**src/hdl/plsf_pkg.sv**
```systemverilog
`timescale 1ns / 1ps
// ----------------------------------------------------------------------------
// plsf_pkg
// Shared widths, constants and Q32.32 helpers for the least-squares fitter.
// ----------------------------------------------------------------------------
package plsf_pkg;

	localparam int XY_W           = 16;   // Q1.15 sample fields
	localparam int COEF_W         = 64;   // Q32.32 words
	localparam int DEG_W          = 3;
	localparam int IDX_W          = 3;
	localparam int MAX_DEGREE_DEF = 7;

	localparam logic [COEF_W-1:0] ONE_Q32    = 64'h0000_0001_0000_0000;
	localparam logic [COEF_W-1:0] Q_MIN      = 64'h8000_0000_0000_0000;
	localparam logic [COEF_W-1:0] Q_MAX      = 64'h7FFF_FFFF_FFFF_FFFF;
	localparam logic [DEG_W-1:0]  DEG_RESET  = 3'd1;

	// magnitude of a two's complement word, as unsigned
	function automatic logic [COEF_W-1:0] mag(input logic [COEF_W-1:0] v);
		mag = v[COEF_W-1] ? (COEF_W'(0) - v) : v;
	endfunction

	// signed saturation of a magnitude with excess high bits
	function automatic logic [COEF_W-1:0] sat_from(input logic neg, input logic hi_nz,
		input logic [COEF_W-1:0] lo);
		if (neg) begin
			if (hi_nz || (lo > Q_MIN)) sat_from = Q_MIN;
			else sat_from = COEF_W'(0) - lo;
		end else begin
			if (hi_nz || lo[COEF_W-1]) sat_from = Q_MAX;
			else sat_from = lo;
		end
	endfunction

endpackage

```
**src/hdl/plsf_div.sv**
```systemverilog
`timescale 1ns / 1ps
// ----------------------------------------------------------------------------
// plsf_div
// Q32.32 divide, restoring, one quotient bit a cycle; divide by zero gives 0.
// ----------------------------------------------------------------------------
module plsf_div (
	input  logic                          clk,
	input  logic                          arst_n,
	input  logic                          start,
	input  logic [plsf_pkg::COEF_W-1:0]   a,
	input  logic [plsf_pkg::COEF_W-1:0]   b,
	output logic                          done,
	output logic [plsf_pkg::COEF_W-1:0]   res
);
	import plsf_pkg::*;

	localparam int FW    = COEF_W / 2;      // fraction bits
	localparam int NW    = COEF_W + FW;     // numerator bits
	localparam int CNT_W = $clog2(NW);

	logic              busy_q, done_q;
	logic [CNT_W-1:0]  cnt_q;
	logic [NW-1:0]     num_q, q_q, q_nx;
	logic [COEF_W-1:0] dv_q, r_q, r_nx, res_q;
	logic              neg_q, zero_q;
	logic [COEF_W:0]   rx;
	logic              qbit;

	always_comb begin
		rx   = {r_q, num_q[NW-1]};
		qbit = (rx >= {1'b0, dv_q});
		r_nx = qbit ? COEF_W'(rx - {1'b0, dv_q}) : rx[COEF_W-1:0];
		q_nx = {q_q[NW-2:0], qbit};
	end

	always_ff @(posedge clk or negedge arst_n) begin
		if (!arst_n) begin
			busy_q <= 1'b0;
			done_q <= 1'b0;
			cnt_q  <= '0;
		end else begin
			done_q <= 1'b0;
			if (start) begin
				busy_q <= 1'b1;
				cnt_q  <= '0;
			end else if (busy_q) begin
				if (cnt_q == CNT_W'(NW - 1)) begin
					busy_q <= 1'b0;
					done_q <= 1'b1;
				end else begin
					cnt_q <= cnt_q + CNT_W'(1);
				end
			end
		end
	end

	always_ff @(posedge clk) begin
		if (start) begin
			num_q  <= {mag(a), FW'(0)};
			dv_q   <= mag(b);
			r_q    <= '0;
			q_q    <= '0;
			neg_q  <= a[COEF_W-1] ^ b[COEF_W-1];
			zero_q <= (b == '0);
		end else if (busy_q) begin
			num_q <= num_q << 1;
			r_q   <= r_nx;
			q_q   <= q_nx;
			if (cnt_q == CNT_W'(NW - 1))
				res_q <= zero_q ? '0 : sat_from(neg_q, |q_nx[NW-1:COEF_W], q_nx[COEF_W-1:0]);
		end
	end

	assign done = done_q;
	assign res  = res_q;

endmodule

```
**config.mk**
```make
export PLATFORM = sky130hd
export DESIGN_NAME = plsf_div
export DESIGN_NICKNAME = d
export VERILOG_FILES = /design/src/hdl/plsf_pkg.sv /design/src/hdl/plsf_div.sv
export SDC_FILE = /design/constraint.sdc
export NUM_CORES = 1
export LEC_CHECK = 0
export ABC_AREA = 1
export BUFFER_PORTS_ARGS = -buffer_cell sky130_fd_sc_hd__buf_2
export CORE_AREA = 2 2 190 238
export CTS_CLUSTER_DIAMETER = 40
export DETAILED_ROUTE_END_ITERATION = 8
export DIE_AREA = 0 0 192 240
export PLACE_DENSITY_LB_ADDON = 0.15
export SLEW_MARGIN = 20
export SYNTH_ARGS = -nofsm -noshare
export SYNTH_HDL_FRONTEND = slang
export SYNTH_SLANG_ARGS = --single-unit
```
**constraint.sdc**
```tcl
create_clock -name clk -period 3.85 [get_ports clk]
set_input_delay 0.5775 -clock clk [delete_from_list [all_inputs] [get_ports clk]]
set_output_delay 0.5775 -clock clk [all_outputs]
set_load 0.01 [all_outputs]
```
==> results of run 1 <==
==> state kept, by name, indices dropped and copies added (netlist names) <==
register,cells
r_q,64
dv_q,64
cnt_q,7
neg_q,1
zero_q,1
q_q,95
res,64
done,1
busy_q,1
num_q,64
==> logic make-up (layout without fill, tap and decap cells) <==
logic type / count (synthesis) / count (layout) / synth area share
and+or+nand+nor: 1509 / 1509 / 0.271
AOI/OAI and AO/OA: 626 / 626 / 0.151
buffers and inverters: 606 / 1025 / 0.0970
DFF: 362 / 362 / 0.381
xor gates and xnor gates: 176 / 176 / 0.0636
adders and majority gates: 69 / 69 / 0.0359
==> worst max path at each step <==
stage / from / end
floorplan: dv_q[54]$_DFFE_PP_ / res[62]$_SDFFCE_PP0P_
global placement: dv_q[32]$_DFFE_PP_ / res[60]$_SDFFCE_PP0P_
detailed placement: dv_q[32]$_DFFE_PP_ / res[60]$_SDFFCE_PP0P_
CTS: dv_q[10]$_DFFE_PP_ / res[60]$_SDFFCE_PP0P_
global route: dv_q[9]$_DFFE_PP_ / res[44]$_SDFFCE_PP0P_
finish: dv_q[9]$_DFFE_PP_ / res[60]$_SDFFCE_PP0P_
==> what timing repair did <==
| item | in CTS | in global routing |
|---|---|---|
| gates cloned | 0 | 2 |
| pin swaps | 9 | 30 |
| buffers inserted | 2 | 9 |
| hold endpoints to repair | 9 | 0 |
| resized for setup | 14 | 139 |
| endpoints found under the setup margin | 33 | 63 |
| hold buffers | 1 | 0 |
==> cell type report <==
cell class              instances  area, um^2  area share
multi-input cells            2380       13400       0.449
flip-flops and latches        362        9230       0.309
repair buffers                424        2790      0.0934
inverters                     505        1910      0.0639
clock buffers                  65        1480      0.0495
well taps                     572         716      0.0240
clock inverters                31         313      0.0105
==> through the flow <==
step / std cells / setup slack [ns] / area (um^2)
after floorplan: 3348 / 0.192 / 24200
after global placement: 4229 / -0.210 / 27200
after detailed placement: 4229 / -0.321 / 27200
after CTS: 4328 / 0.00372 / 29000
after global routing: 4339 / -0.163 / 29800
final: 4339 / 0.101 / 29800
==> per-layer routing <==
| metal | vias up | wire (um) |
|---|---|---|
| li1 | 12000 | - |
| met1 | 11600 | 32500 |
| met4 | 0 | 4440 |
| met5 | - | 0 |
| met3 | 245 | 5580 |
| met2 | 1121 | 39100 |
==> cell usage after synthesis, types with 4 or more instances <==
master,number
buf_2,9
o22ai_1,101
o21ai_0,204
inv_1,493
nor3_1,58
or2_2,18
nand4_1,69
nor2_4,6
o21ai_1,11
inv_2,11
a21oi_1,162
a32o_1,4
nor2_2,10
xnor2_1,55
a21oi_2,8
nor2_1,433
buf_1,11
edfxtp_1,194
ha_1,68
clkbuf_1,72
xor2_1,121
nand2_1,640
a31oi_1,35
o21ai_2,4
nand3_2,8
dfxtp_1,159
nor4_1,55
dfrtp_1,9
a21o_1,14
a211oi_1,4
o21a_1,13
o21bai_1,20
nand3_1,191
buf_6,5
o211ai_1,24
==> power groups by stage <==
stage / clock (W) / combinational, W / sequential [W]
after global placement: 0 / 0.00829 / 0.00495
after global routing: 0.00506 / 0.0101 / 0.00502
after floorplan: 0 / 0.00511 / 0.00489
final: 0.00485 / 0.00934 / 0.00498
after detailed placement: 0 / 0.00840 / 0.00497
after CTS: 0.00491 / 0.00853 / 0.00490
==> worst max-delay path: cells and delay by family, from the launching register on <==
kind | cells | cell delay [ns]
buffers and inverters | 3 | 0.25
DFF | 1 | 0.37
AOI/OAI and AO/OA | 1 | 0.12
xor gates and xnor gates | 1 | 0.16
adders and majority gates | 2 | 0.43
and+or+nand+nor | 18 | 2.15
==> summary.md, run 1 <==
| Metric | Value |
|---|---|
| Met2 usage | `0.579` |
| EDFF count, synth | `194` |
| First-pass DRT Iterations | `9` |
| Initial antenna violation count | `0` |
| Final estimated routing congestion in global placement | `approximately 1.1` |
| Crit path arrival time | `4.09 ns` |
| R2r worst-path depth | `25` |
| Global route hottest layer | `met2` |
| Number of max-cap violations | `0` |
| Clock network power share | `0.253` |
| Die Width | `approximately 190 um` |
| Seq/Total Area, Yosys | `0.381` |
| Final hold slack | `around 0.26 ns` |
| Commonest non-fill, non-tap cell in the layout | `nand2_1` |
| Hold Vio Cnt, Final | `0` |
| Min cycle time layout | `3.75 ns` |
| Most used DFF post-synth | `edfxtp_1` |
| CP dominant cell by count | `nand2_1` |
| Row count | `86` |
| CP Max Fanout | `4` |
| Worst-path clk slew | `0.06 ns` |
| N_diodes | `0` |
| CTS tree | `done` |
| Gr ovfl total | `0` |
| Worst skew pair latency | `~0.61 ns` |
| # fillers | `between 3,000 and 4,000` |
| Worst Hold Class | `input pin to flop` |
| Synthesized flop and latch total | `~360` |
| Period utilisation layout | `0.974` |
| Relative slew slack | `0.192` |
| Via count | `roughly 25,000` |
| 1st-iter DRT viols | `~2,200` |
| Syn_area_per_cell | `just over 7 um^2` |
| Die height | `approximately 240 um` |
| Avg WL per Cell | `18.8 um` |
| Share of power burned in registers | `0.260` |
| Peak VDD IR | `roughly 0.00045 V` |
| YS warnings | `0` |
| Crit start category | `flop` |
| Synth Net Count | `between 3,000 and 4,000` |
| Post-synthesis cell area | `around 0.024 mm^2` |
| Worst-Margin Slew | `1.20 ns` |
| Pwr/cell area | `642 mW/mm^2` |
| Detailed Route WL | `~82,000 um` |
| Worst Hold Endpoint | `num_q[32]$_SDFFCE_PN0P_` |
| Worst r2r src | `dv_q[9]$_DFFE_PP_` |
| Sw Ratio | `0.408` |
| Worst r2r dst | `res[60]$_SDFFCE_PP0P_` |
| DP HPWL | `just over 60,000 um` |
| CP Capture Type | `flop` |
| Min-delay src | `a[0]` |
| DRT antenna net count | `0` |
| Port-buffer cells | `195` |
| CTS Buffer Depth | `3` |
| Synth Instances | `3,348` |
| FMAX | `0.267 GHz` |
| Setup-failing EPs final | `0` |
| Worst Skew | `0.0370 ns` |
| CP max stage delay | `between 0.3 and 0.4 ns` |
| Synth top area cells | `edfxtp_1 24%, dfxtp_1 13%, nand2_1 9.9%` |
| All-Layer GR Usage | `0.340` |
| Count of unique library cells instantiated by Yosys | `62` |
| Area share of the largest cell type after synthesis | `0.240` |
| Met1 GRT Util | `0.425` |
| First-pass GRT wire length | `around 120,000 um` |
| CP max-delay cell | `edfxtp_1` |
| TritonCTS Buffers | `52` |
| Pin count of the biggest net entering global routing | `between 100 and 150` |
| Leak pwr | `about 13 nW` |
| WP data required | `4.19 ns` |
| Die ar. | `between 0.04 and 0.05 mm^2` |
| Via/cell ratio | `approximately 5.7` |
| Core Footprint | `between 0.04 and 0.05 mm^2` |
| DRC viols | `0` |
| Total internal power | `approximately 0.011 W` |
| Clock root cell | `clkbuf_16` |
| Reg-to-reg setup timing slack | `between 0.1 and 0.15 ns` |
| P&R area growth vs syn | `23.2%` |
| Core Util, Final | `0.680` |
| Synth area leader | `edfxtp_1` |
| Final Max Slew Viols | `0` |
| Sum Neg Setup Slack | `0 ns` |
| WHS Path Cells | `3` |
| Starting density of the core | `0.552` |
| Vias in the first global route | `~23,000` |
| Clock sink count | `~360` |
| CP Class | `flop to flop` |
| # IOs | `approximately 200` |
| Fin nets | `between 3,000 and 4,000` |
| NetSw | `around 0.0078 W` |
| Overall power | `~0.019 W` |
| Status | `complete, no violations` |
| Fraction of layout cells with a size suffix above 1 | `0.194` |
| Async S/R FF share, synth | `0.0249` |
| H-tree Lvls | `2` |
| M3 GR Usage | `0.0375` |
| Commonest non-fill, non-tap cells in the layout | `603 x nand2_1, 477 x inv_1, 418 x nor2_1` |
| Combinational share of power | `0.487` |
No activity file was read; power rests on OpenSTA's default activity.
==> run 2, diff against run 1 <==
--- a/config.mk
+++ b/config.mk
@@ -7,10 +7,10 @@
 export LEC_CHECK = 0
 export ABC_AREA = 1
 export BUFFER_PORTS_ARGS = -buffer_cell sky130_fd_sc_hd__buf_2
-export CORE_AREA = 2 2 190 238
+export CORE_AREA = 2 2 183 230
 export CTS_CLUSTER_DIAMETER = 40
 export DETAILED_ROUTE_END_ITERATION = 8
-export DIE_AREA = 0 0 192 240
+export DIE_AREA = 0 0 185 232
 export PLACE_DENSITY_LB_ADDON = 0.15
 export SLEW_MARGIN = 20
 export SYNTH_ARGS = -nofsm -noshare
==> constraint.sdc (replaced) <==
create_clock -name clk -period 3.74 [get_ports clk]
set_input_delay 0.561 -clock clk [delete_from_list [all_inputs] [get_ports clk]]
set_output_delay 0.561 -clock clk [all_outputs]
set_load 0.01 [all_outputs]
==> summary.md, run 2 (synthesized netlist as in run 1, its figures left out) <==
| Metric | Value |
|---|---|
| Row count | `83` |
| Starting density of the core | `0.595` |
| Fin nets | `~3,900` |
| Port-buffer cells | `a little under 200` |
| Reg-to-reg setup timing slack | `0.05 ns` |
| Core Util, Final | `0.735` |
| Detailed Route WL | `slightly above 80,000 um` |
| FMAX | `0.271 GHz` |
| Crit start category | `flop` |
| Post-route insts no fill | `about 4,300` |
| Clock sink count | `~360` |
| 1st-iter DRT viols | `2,444` |
| P&R area growth vs syn | `23.5%` |
| CP Max Fanout | `about 70` |
| Leak pwr | `between 10 and 15 nW` |
| Die ar. | `0.0429 mm^2` |
| Min-delay src | `b[0]` |
| DRT antenna net count | `0` |
| Final hold slack | `around 0.17 ns` |
| Commonest non-fill, non-tap cells in the layout | `597 x nand2_1, 457 x inv_1, 418 x nor2_1` |
| TritonCTS Buffers | `48` |
| Status | `complete, no violations` |
| CP Capture Type | `flop` |
| # IOs | `between 150 and 200` |
| N_diodes | `0` |
| Pre-CTS setup slack | `-0.288 ns` |
| Worst skew pair latency | `0.60 ns` |
| Fraction of layout cells with a size suffix above 1 | `0.201` |
| Worst Setup EP | `r_q[33]$_SDFFE_PP0P_` |
| Pin count of the biggest net entering global routing | `110` |
| Commonest non-fill, non-tap cell in the layout | `nand2_1` |
| CP Class | `flop to flop` |
| CTS Buffer Depth | `3` |
| Die Width | `between 150 and 200 um` |
| Worst-path clk slew | `roughly 0.070 ns` |
| Die height | `~230 um` |
| Vias in the first global route | `23,900` |
| H-tree Lvls | `2` |
| Hold Vio Cnt, Final | `0` |
| # fillers | `approximately 3,200` |
| Final estimated routing congestion in global placement | `approximately 1.1` |
| Period utilisation layout | `0.987` |
| Worst Hold Class | `input pin to flop` |
| Peak VDD IR | `about 0.00045 V` |
| Worst r2r src | `dv_q[63]$_SDFFCE_PN0P_` |
| RSZ-0062 raised after global routing | `yes` |
| Number of max-cap violations | `0` |
| Relative slew slack | `0.308` |
| Final setup margin | `about 0.048 ns` |
| First-pass GRT wire length | `123,000 um` |
| Sum Neg Setup Slack | `0 ns` |
| Pwr/cell area | `approximately 670 mW/mm^2` |
| R2r worst-path depth | `16` |
| Initial antenna violation count | `2` |
| DRC viols | `0` |
| Setup crit start | `dv_q[63]$_SDFFCE_PN0P_` |
| WP data required | `4.21 ns` |
| Via count | `roughly 25,000` |
| Most flops, register | `q_q` |
| Worst r2r dst | `r_q[33]$_SDFFE_PP0P_` |
| All-Layer GR Usage | `0.364` |
| Worst Skew | `roughly 0.023 ns` |
| First-pass DRT Iterations | `8` |
| CTS tree | `done` |
| DP HPWL | `around 60,000 um` |
| Core Footprint | `between 0.04 and 0.05 mm^2` |
| Avg WL per Cell | `18.9 um` |
| Clock root cell | `clkbuf_16` |
| Placed Instances | `4,196` |
| Final Max Slew Viols | `0` |
| Max FFs per register | `95` |
| Setup-failing EPs final | `0` |
| Via/cell ratio | `5.85` |
| Worst-Margin Slew | `about 1.0 ns` |
| Min cycle time layout | `3.69 ns` |
| Gr ovfl total | `0` |
| Crit path arrival time | `4.17 ns` |
run 2: cell types whose count changed in the layout (fill, tap and decap cells not counted), sizes merged:
cell and change:
bufinv +4, buf -14, clkbuf -6, clkinvlp -1, clkinv -5
run 2: worst min path at each step:
stage / endpoint / cells after the start
after floorplan: busy_q$_DFF_PN0_ / 0
after global placement: done$_DFF_PN0_ / 1
after detailed placement: done$_DFF_PN0_ / 1
after CTS: dv_q[0]$_DFFE_PP_ / 1
after global routing: dv_q[0]$_DFFE_PP_ / 1
final: dv_q[0]$_DFFE_PP_ / 1
run 2: worst max-delay path, stage by stage, from the launching register on:
cell and delay, ns:
edfxtp_1 0.42, inv_2 0.07, ha_4 0.27, inv_2 0.04, nor2_2 0.27, nand2_1 0.13
nor2_1 0.20, nand2_1 0.13, nor2_1 0.23, nand2_4 0.11, nand2_8 0.07, buf_4 0.64
nor2_1 0.12, inv_1 0.39, o22ai_1 0.17, a21oi_1 0.22, nor2_1 0.08
run 2: where the power goes:
part	total, W	switching [W]	internal, W
clock network	0.00497	0.00198	0.00299
registers	0.00519	0.000427	0.00476
logic	0.00995	0.00583	0.00412
run 2: metal layers:
metal	global-route usage	up-vias	wire, um
li1	-	11900	-
met1	0.442	11600	31200
met2	0.625	1320	38800
met3	0.0549	294	6350
met4	0.185	4	4830
met5	0	-	27
run 2: what timing repair did:
| action | 4_1_cts | 5_1_grt |
|---|---|---|
| gates cloned | 0 | 0 |
| setup buffers | 3 | 8 |
| endpoints found under the hold margin | 9 | 0 |
| pin swaps | 9 | 37 |
| hold buffers | 1 | 0 |
| resized for setup | 33 | 166 |
| endpoints found under the setup margin | 62 | 65 |
run 2: final cells by class:
cell class,count,area (um^2),share of cell area
tap,552,691,0.0231
multi-input combinational,2380,13700,0.457
sequential,362,9240,0.309
clock inverter,29,393,0.0131
timing repair buffer,409,2670,0.0891
inverter,505,1900,0.0636
clock buffer,60,1350,0.0451
run 2: through the flow:
step	instance area, um^2	total power [W]
3_3_place_gp	27100	0.0135
2_1_floorplan	24200	0.0103
6_report	29900	0.0201
5_1_grt	29900	0.0211
3_5_place_dp	27100	0.0137
4_1_cts	29000	0.0189
